===== src/hw/rtl/iq_sample_frame_deframer_defines.svh =====
// Assertion macros used by the deframer core (dfr_core).
`ifndef IQ_SAMPLE_FRAME_DEFRAMER_DEFINES_SVH
`define IQ_SAMPLE_FRAME_DEFRAMER_DEFINES_SVH

// Same-cycle implication, checked out of reset.
`define DFR_ASSERT_NOW(lbl, clk, rst_n, ante, cons) \
    lbl: assert property (@(posedge clk) disable iff (!(rst_n)) (ante) |-> (cons)) \
        else $error("deframer check failed");

// Next-cycle implication, checked out of reset.
`define DFR_ASSERT_NEXT(lbl, clk, rst_n, ante, cons) \
    lbl: assert property (@(posedge clk) disable iff (!(rst_n)) (ante) |=> (cons)) \
        else $error("deframer check failed");

`endif


===== src/hw/rtl/dfr_pkg.sv =====
// Types and constants for the IQ sample frame deframer.
package dfr_pkg;

    localparam int          PAYLOAD_DEPTH = 6;
    localparam logic [2:0]  PAYLOAD_LEN   = 3'd6;
    localparam logic [2:0]  CSUM_POS      = 3'd7;
    localparam logic [15:0] TIMEOUT_RESET = 16'd5000;
    localparam logic [15:0] IDLE_MAX      = 16'hFFFF;
    localparam logic [3:0]  NIB_MASK      = 4'hF;

    typedef enum logic {
        KIND_BYTE = 1'b0,
        KIND_TICK = 1'b1
    } t_kind;

    typedef enum logic [1:0] {
        ST_OK      = 2'd0,
        ST_BAD_SUM = 2'd1,
        ST_TIMEOUT = 2'd2
    } t_status;

    typedef struct packed {
        t_status     status;
        logic [11:0] i1_sample;
        logic [11:0] q1_sample;
        logic [11:0] i2_sample;
        logic [11:0] q2_sample;
        logic [2:0]  bytes_seen;
    } t_result;

endpackage


===== src/hw/rtl/dfr_core.sv =====
// Frame assembly, checksum and idle timeout for one buffered beat.
module dfr_core (
    input  logic              i_clk,
    input  logic              i_rst_n,
    input  logic              i_valid,
    input  logic              i_advance,
    input  dfr_pkg::t_kind    i_kind,
    input  logic [7:0]        i_rx_byte,
    input  logic [15:0]       i_timeout_ticks,
    output logic              o_has_result,
    output dfr_pkg::t_result  o_result
);
    import dfr_pkg::*;
    `include "iq_sample_frame_deframer_defines.svh"

    logic [2:0]  r_pos, n_pos;
    logic [7:0]  r_sum, n_sum;
    logic [15:0] r_idle, n_idle;
    logic        r_reported, n_reported;
    logic [7:0]  r_payload [PAYLOAD_DEPTH];
    logic        w_store;
    logic [15:0] w_idle_inc;

    assign w_idle_inc = (r_idle == IDLE_MAX) ? r_idle : r_idle + 16'd1;

    always_comb begin
        n_pos        = r_pos;
        n_sum        = r_sum;
        n_idle       = r_idle;
        n_reported   = r_reported;
        w_store      = 1'b0;
        o_has_result = 1'b0;
        o_result     = '0;
        if (i_valid) begin
            case (i_kind)
                KIND_BYTE: begin
                    n_idle     = '0;
                    n_reported = 1'b0;
                    if (r_pos != CSUM_POS) begin
                        w_store = (r_pos < PAYLOAD_LEN);
                        n_sum   = r_sum + i_rx_byte;
                        n_pos   = r_pos + 3'd1;
                    end else begin
                        o_has_result        = 1'b1;
                        o_result.status     = (i_rx_byte == r_sum) ? ST_OK : ST_BAD_SUM;
                        o_result.i1_sample  = {r_payload[0], r_payload[1][7:4]};
                        o_result.q1_sample  = {r_payload[1][3:0] & NIB_MASK, r_payload[2]};
                        o_result.i2_sample  = {r_payload[3], r_payload[4][7:4]};
                        o_result.q2_sample  = {r_payload[4][3:0] & NIB_MASK, r_payload[5]};
                        o_result.bytes_seen = 3'd0;
                        n_pos = '0;
                        n_sum = '0;
                    end
                end
                KIND_TICK: begin
                    if (!r_reported) begin
                        if (w_idle_inc >= i_timeout_ticks) begin
                            // report once, then restart the frame
                            o_has_result        = 1'b1;
                            o_result.status     = ST_TIMEOUT;
                            o_result.bytes_seen = r_pos;
                            n_pos      = '0;
                            n_sum      = '0;
                            n_idle     = '0;
                            n_reported = 1'b1;
                        end else begin
                            n_idle = w_idle_inc;
                        end
                    end
                end
                default: begin
                    n_pos = r_pos;
                end
            endcase
        end
    end

    always_ff @(posedge i_clk) begin
        if (!i_rst_n) begin
            r_pos      <= '0;
            r_sum      <= '0;
            r_idle     <= '0;
            r_reported <= 1'b0;
        end else if (i_advance) begin
            r_pos      <= n_pos;
            r_sum      <= n_sum;
            r_idle     <= n_idle;
            r_reported <= n_reported;
        end
    end

    always_ff @(posedge i_clk) begin
        if (i_advance && w_store) begin
            r_payload[r_pos] <= i_rx_byte;
        end
    end

    `DFR_ASSERT_NEXT(a_timeout_restarts, i_clk, i_rst_n,
        i_advance && o_has_result && o_result.status == ST_TIMEOUT,
        r_pos == 3'd0 && r_sum == 8'd0 && r_reported)
    `DFR_ASSERT_NOW(a_reported_idle_clear, i_clk, i_rst_n, r_reported, r_idle == 16'd0)
    `DFR_ASSERT_NEXT(a_byte_clears_report, i_clk, i_rst_n,
        i_advance && i_valid && i_kind == KIND_BYTE, !r_reported && r_idle == 16'd0)

endmodule


===== src/hw/rtl/dfr_out_reg.sv =====
// Result register driving the master-side stream.
module dfr_out_reg (
    input  logic              i_clk,
    input  logic              i_rst_n,
    input  logic              i_load,
    input  dfr_pkg::t_result  i_result,
    input  logic              i_m_tready,
    output logic              o_m_tvalid,
    output logic [1:0]        o_m_tuser,
    output logic [55:0]       o_m_tdata,
    output logic              o_free
);
    import dfr_pkg::*;

    logic    r_valid;
    t_result r_result;

    assign o_free     = !r_valid || i_m_tready;
    assign o_m_tvalid = r_valid;
    assign o_m_tuser  = r_result.status;
    assign o_m_tdata  = {5'd0, r_result.bytes_seen, r_result.q2_sample, r_result.i2_sample,
                         r_result.q1_sample, r_result.i1_sample};

    always_ff @(posedge i_clk) begin
        if (!i_rst_n) begin
            r_valid <= 1'b0;
        end else begin
            r_valid <= i_load || (r_valid && !i_m_tready);
        end
    end

    always_ff @(posedge i_clk) begin
        if (i_load) begin
            r_result <= i_result;
        end
    end

endmodule


===== src/hw/rtl/iq_sample_frame_deframer.sv =====
// Top level of the IQ sample frame deframer.
// Input stream: one beat per received byte or time tick. s_axis_tuser is the
// kind (0 byte, 1 tick), s_axis_tdata the byte. Bytes gather into 8-byte frames:
// six bytes of four 12-bit big-endian samples (I1, Q1, I2, Q2), one pad byte and
// a modulo-256 checksum byte. The checksum byte gives one result beat with
// status ok or bad sum. After timeout_ticks idle ticks since the last byte one
// timeout beat is given, carrying the bytes collected, and the frame restarts.
// Output stream: m_axis_tuser is the status, m_axis_tdata the samples and count.
// Config: a write on i_cfg_valid sets timeout_ticks; o_cfg_ready is always high.
// A beat taken waits in the input register and is processed from there; a
// result is loaded into the result register and valid on m_axis from then on.
// One beat per cycle is sustained while m_axis_tready is high: the input and
// result registers each hold one beat. Reset empties both registers, restarts
// the frame and sets timeout_ticks to 5000. When the receiver stalls, the
// result register holds its beat, the input register keeps one more, and
// s_axis_tready drops only while a beat that yields a result waits there.
module iq_sample_frame_deframer (
    input  logic        i_clk,
    input  logic        i_rst_n,
    input  logic        s_axis_tvalid,
    output logic        s_axis_tready,
    input  logic [7:0]  s_axis_tdata,   // [7:0] rx_byte
    input  logic        s_axis_tuser,   // [0] kind
    output logic        m_axis_tvalid,
    input  logic        m_axis_tready,
    output logic [55:0] m_axis_tdata,   // [11:0] i1, [23:12] q1, [35:24] i2,
                                        // [47:36] q2, [50:48] bytes_seen, rest 0
    output logic [1:0]  m_axis_tuser,   // [1:0] status
    input  logic        i_cfg_valid,
    output logic        o_cfg_ready,
    input  logic [15:0] i_cfg_data
);
    import dfr_pkg::*;

    logic        r_in_valid;
    t_kind       r_in_kind;
    logic [7:0]  r_in_byte;
    logic [15:0] r_timeout_ticks;
    logic        w_advance;
    logic        w_has_result;
    logic        w_out_free;
    t_result     w_result;

    assign o_cfg_ready   = 1'b1;
    // advance the buffered beat unless its result has nowhere to go
    assign w_advance     = r_in_valid && (!w_has_result || w_out_free);
    assign s_axis_tready = !r_in_valid || w_advance;

    always_ff @(posedge i_clk) begin
        if (!i_rst_n) begin
            r_in_valid      <= 1'b0;
            r_timeout_ticks <= TIMEOUT_RESET;
        end else begin
            r_in_valid <= (s_axis_tvalid && s_axis_tready) || (r_in_valid && !w_advance);
            if (i_cfg_valid) begin
                r_timeout_ticks <= i_cfg_data;
            end
        end
    end

    always_ff @(posedge i_clk) begin
        if (s_axis_tvalid && s_axis_tready) begin
            r_in_kind <= t_kind'(s_axis_tuser);
            r_in_byte <= s_axis_tdata;
        end
    end

    dfr_core u_core (
        .i_clk           (i_clk),
        .i_rst_n         (i_rst_n),
        .i_valid         (r_in_valid),
        .i_advance       (w_advance),
        .i_kind          (r_in_kind),
        .i_rx_byte       (r_in_byte),
        .i_timeout_ticks (r_timeout_ticks),
        .o_has_result    (w_has_result),
        .o_result        (w_result)
    );

    dfr_out_reg u_out (
        .i_clk      (i_clk),
        .i_rst_n    (i_rst_n),
        .i_load     (w_advance && w_has_result),
        .i_result   (w_result),
        .i_m_tready (m_axis_tready),
        .o_m_tvalid (m_axis_tvalid),
        .o_m_tuser  (m_axis_tuser),
        .o_m_tdata  (m_axis_tdata),
        .o_free     (w_out_free)
    );

endmodule

===== config.mk =====
export PLATFORM = sky130hd
export DESIGN_NAME = iq_sample_frame_deframer
export DESIGN_NICKNAME = d
export VERILOG_FILES = /design/src/hw/rtl/dfr_pkg.sv /design/src/hw/rtl/dfr_core.sv /design/src/hw/rtl/dfr_out_reg.sv /design/src/hw/rtl/iq_sample_frame_deframer.sv
export VERILOG_INCLUDE_DIRS = /design/src /design/src/hw/rtl
export SDC_FILE = /design/constraint.sdc
export NUM_CORES = 1
export LEC_CHECK = 0
export BUFFER_PORTS_ARGS = -buffer_cell sky130_fd_sc_hd__buf_2
export CAP_MARGIN = 20
export CORE_AREA = 2 2 148 150
export CTS_CLUSTER_SIZE = 14
export DETAILED_ROUTE_END_ITERATION = 8
export DIE_AREA = 0 0 150 152
export GPL_ROUTABILITY_DRIVEN = 0
export GPL_TIMING_DRIVEN = 0
export HOLD_SLACK_MARGIN = 0.1
export PLACE_DENSITY_LB_ADDON = 0.25
export REMOVE_ABC_BUFFERS = 1
export SETUP_SLACK_MARGIN = 0.02
export SLEW_MARGIN = 15
export SYNTH_ARGS = -nofsm -noshare
export SYNTH_HDL_FRONTEND = slang
export SYNTH_SLANG_ARGS = --single-unit

===== constraint.sdc =====
create_clock -name i_clk -period 6.7 [get_ports i_clk]
set_clock_uncertainty 0.15 [all_clocks]
set_input_delay 0.67 -clock i_clk [delete_from_list [all_inputs] [get_ports i_clk]]
set_output_delay 0.67 -clock i_clk [all_outputs]
set_load 0.02 [all_outputs]

==> results list <==
* Measured slew at the worst slew-check pin: 0.924 ns
- Status: complete, no violations
* Count of flip-flops with a built-in enable after synthesis: 110
* Number of synthesized register bits: 156
- In this run the worst setup path terminates at s_axis_tready.
- Setup violations remaining at the end of the flow were counted as 0.
- Sink count of the clock tree: 156
- First-pass GRT wire length: 22.0 mm
- Worst-skew pair later-pin latency: 0.42 ns
* Most area-consuming cells after synthesis: sky130_fd_sc_hd__edfxtp_1, sky130_fd_sc_hd__dfxtp_1, sky130_fd_sc_hd__ha_1
- The design draws 2070 uW.
* Hold-fix buffer count after cts: 0
* Post-detailed-route DRC marker count: 0
- Pre-antenna DRT Iters: 4
* Largest vdd supply drop: 177 uV
- Area of the core: 21400 sq um
- Entering global routing, the biggest net connects 50 pins.
* Headroom to the max-slew limit: 38.2%
- Most numerous cell in the Yosys netlist: sky130_fd_sc_hd__edfxtp_1
- Counting flops with an async set or reset pin after synthesis yields a share of 0%.
- CTS H-Tree Depth: 4
- Synthesized area divided by synthesized cell count: 12.7 sq um
* Fillcell total: 2103
* Buffer cell driving the clock tree root: sky130_fd_sc_hd__clkbuf_16
* Top Ports: 91
- For this run, the number of standard cells in the final layout without fillers is 911.
- Number of antenna violations at the first check in global routing: 0
* Chip Height: 152 um
* Gate count after technology mapping: 530
* Reg2Reg Setup Slack: 2.10 ns
* Initial Util: 31.4%
- Based on the critical path, the design can be clocked at up to 0.195 GHz.
- Final Routed Wirelength: 13.5 mm
- Number of cells on the critical path: 13
* Count of nets left with antenna violations after detail routing: 0
* Number of cells traversed by the worst register-to-register path: 12
* Crit path required time: 5.88 ns
- GRT Residual Overflow: 0
* Sequence of cells on the critical path: ha_1 > nand3_1 > or3_4 > nand4_2 > xnor2_1 > ha_1 > a211oi_1 > nor2_1 > a211oi_1 > o21ai_0 > nand3b_1 > or2_2 > buf_2
* Wirelength per Cell: 14.9 um
- Power density over the cells: 259 nW/um^2
- Buf+Inv Stages, Crit Path: 1
- # Post-CTS Setup Buffers: 0
- Overall Global Routing Usage: 12.5%
- The worst setup path is launched from a register.
- Die footprint: 22800 sq um
- Grouping stages by cell kind, the critical path spends the most delay in simple AND/OR/NAND/NOR gates.
- Quantity of I/O buffers inserted on ports: 84
- The share of synthesized area in the top cell type comes to 49.3%.
- After the last flow step, the layout net total stands at 677.
- Number of rows in the core area: 54
- The endpoint identified for the worst register-to-register timing path is r_in_byte[0]$_DFFE_PP_.
- Among all stages on the critical path, the largest delay is contributed by sky130_fd_sc_hd__a211oi_1.
- Post_cts resized: 0
* Warnings from Yosys: 0
* Sequential-to-total area share from yosys stat: 63.0%
- Count of vias placed by the detailed router: 4187
* DRC marker count from the first detailed-route iteration: 252
- CTS tree: done
- In this run the horizontal extent of the chip is 150 um.
- Delay of the slowest cell on the worst path: 0.50 ns
- The number of max-slew violations in the final report is 0.
- In the synthesized netlist the dominant register cell turns out to be sky130_fd_sc_hd__edfxtp_1.
* CTS Buf Count: 17
- sky130_fd_sc_hd__edfxtp_1 takes more of the synthesized area than any other cell.
- Setup slack on the critical path of the routed design comes to 1.58 ns.
* Clock period minus final worst setup slack: 5.12 ns
* Final Hold Viols: 0
- Count of placed standard cells including taps: 881
* Setup repair after global routing missed its margin: no
- Startpoint of the worst register-to-register path: u_core.r_idle[0]$_SDFFE_PN0P_
* Vias in the first global route: 4239
* Reported leakage power: 0.00307 uW
- Maximum root-to-sink buffer count: 2
* Critical path start-end classification: reg -> out
* Post-synthesis cell type count: 60
- Category of the worst setup path capture point: output port
- Share of the clock period used by the worst path after layout: 76.4%
* Clk slew on worst S/H paths: 0.06 ns
* Crit path max fanout: 8
- The number of antenna diodes in the final layout is 0.
* Detailed placer's ending HPWL: 9.45 mm
- In this run the worst setup path begins at u_core.r_idle[0]$_SDFFE_PN0P_.
- Worst setup slack before clock tree synthesis: 1.98 ns
- Hold is met by 0.275 ns.
* Layout cell share with drive strength beyond 1: 21.4%
- The worst hold path belongs to the class in -> reg.
* MaxCap Viol Count: 0
* Detailed-route vias per instance: 4.60
- Sorting the synthesized cells by how often they occur yields sky130_fd_sc_hd__edfxtp_1, sky130_fd_sc_hd__and2_1, sky130_fd_sc_hd__dfxtp_1, sky130_fd_sc_hd__nand2_1, sky130_fd_sc_hd__nor2_1.
- Data arrival time at the worst-slack endpoint: 4.30 ns
* Synthesized cell area: 6710 sq um
- From synthesis to final layout, the design area changed by 19.3%.
worst register-to-register path, delay by kind of cell, from the launching register on:
kind	cells	cell delay, ns
compound gates	4	1.51
flops	1	0.49
fa+ha+maj	2	0.63
xor+xnor	1	0.16
simple gates	5	1.28
where the power goes:
part	total (uW)	switching [uW]	internal (uW)
Clock	919	402	517
Sequential	1060	13.7	1050
Combinational	93.4	60.7	32.7
cell usage in the layout (no fill, tap or decap), drive strengths merged, types with 7 or more instances in the layout:
cell    netlist  layout
a21oi         9       9
a22o          7       7
and2         50      50
buf          15      89
clkbuf        7      17
dfxtp        46      46
edfxtp      110     110
ha           26      26
inv          25      34
mux2i        18      18
nand2        37      37
nand3        18      18
nand4         8       8
nor2         33      33
nor2b         9       9
nor3         10      10
o211ai        9       9
o21ai        12      12
xor2          8       8
worst min-delay path by stage:
stage                                  from                      endpoint  cells after the start  slack (ns)
2_1_floorplan  u_core.r_sum[2]$_SDFFE_PN0P_  u_core.r_sum[2]$_SDFFE_PN0P_                      2        0.29
3_5_place_dp   u_core.r_sum[5]$_SDFFE_PN0P_  u_core.r_sum[5]$_SDFFE_PN0P_                      2        0.30
6_report                    s_axis_tdata[7]        r_in_byte[7]$_DFFE_PP_                      1        0.27
5_1_grt                     s_axis_tdata[5]        r_in_byte[5]$_DFFE_PP_                      1        0.26
4_1_cts                     s_axis_tdata[7]        r_in_byte[7]$_DFFE_PP_                      1        0.26
3_3_place_gp   u_core.r_sum[3]$_SDFFE_PN0P_  u_core.r_sum[3]$_SDFFE_PN0P_                      2        0.30
cells by family (layout without fill, tap and decap cells):
logic type               Yosys count  in the layout  synth area share, %
AO/OA/AOI/OAI                     65             65                 7.05
XOR/XNOR                          14             14                 1.83
adder cells (fa/ha/maj)           27             27                 5.15
buffers and inverters             47            144                 3.26
flip-flops                       156            156                 63.0
multiplexers                      21             21                 3.19
other                              2              6                0.112
AND/OR/NAND/NOR                  198            198                 16.4
area by class of cell:
cell class / instances / area (sq um) / share of cell area [%]
inverters: 25 / 93.8 / 1.17
repair buffers: 89 / 465 / 5.82
flip-flops and latches: 156 / 4220 / 52.8
clock inverters: 13 / 130 / 1.63
clock buffers: 17 / 425 / 5.32
multi-input cells: 331 / 2310 / 28.9
well taps: 280 / 350 / 4.38
state kept, by name, summed over array words and instances, names as in the netlist, 2 cells and up:
signal            count
r_in_byte             8
u_core.r_pos          3
u_core.r_idle        16
u_out.o_m_tuser       2
u_out.o_m_tdata      51
u_core.r_payload     48
u_core.r_sum          8
r_timeout_ticks      16
layer usage:
layer / vias to the layer above / share of wire, % / track usage, % / wire, um
met5: - / 0 / 0 / 0
met4: 0 / 1.1 / 4.09 / 153
met3: 12 / 3.9 / 2.91 / 525
met2: 84 / 49 / 21.2 / 6680
met1: 1989 / 46 / 15.6 / 6180
li1: 2102 / - / - / -
per-stage QoR:
stage / area, sq um / utilization, % / setup TNS [ns]
floorplan: 6600 / - / 0
global placement: 7370 / 34.5 / -9.19
detailed placement: 7450 / 34.9 / 0
CTS: 8000 / 37.5 / 0
global route: 8000 / 37.5 / 0
finish: 8000 / 37.5 / 0
Power figures use the tool's default switching activity.
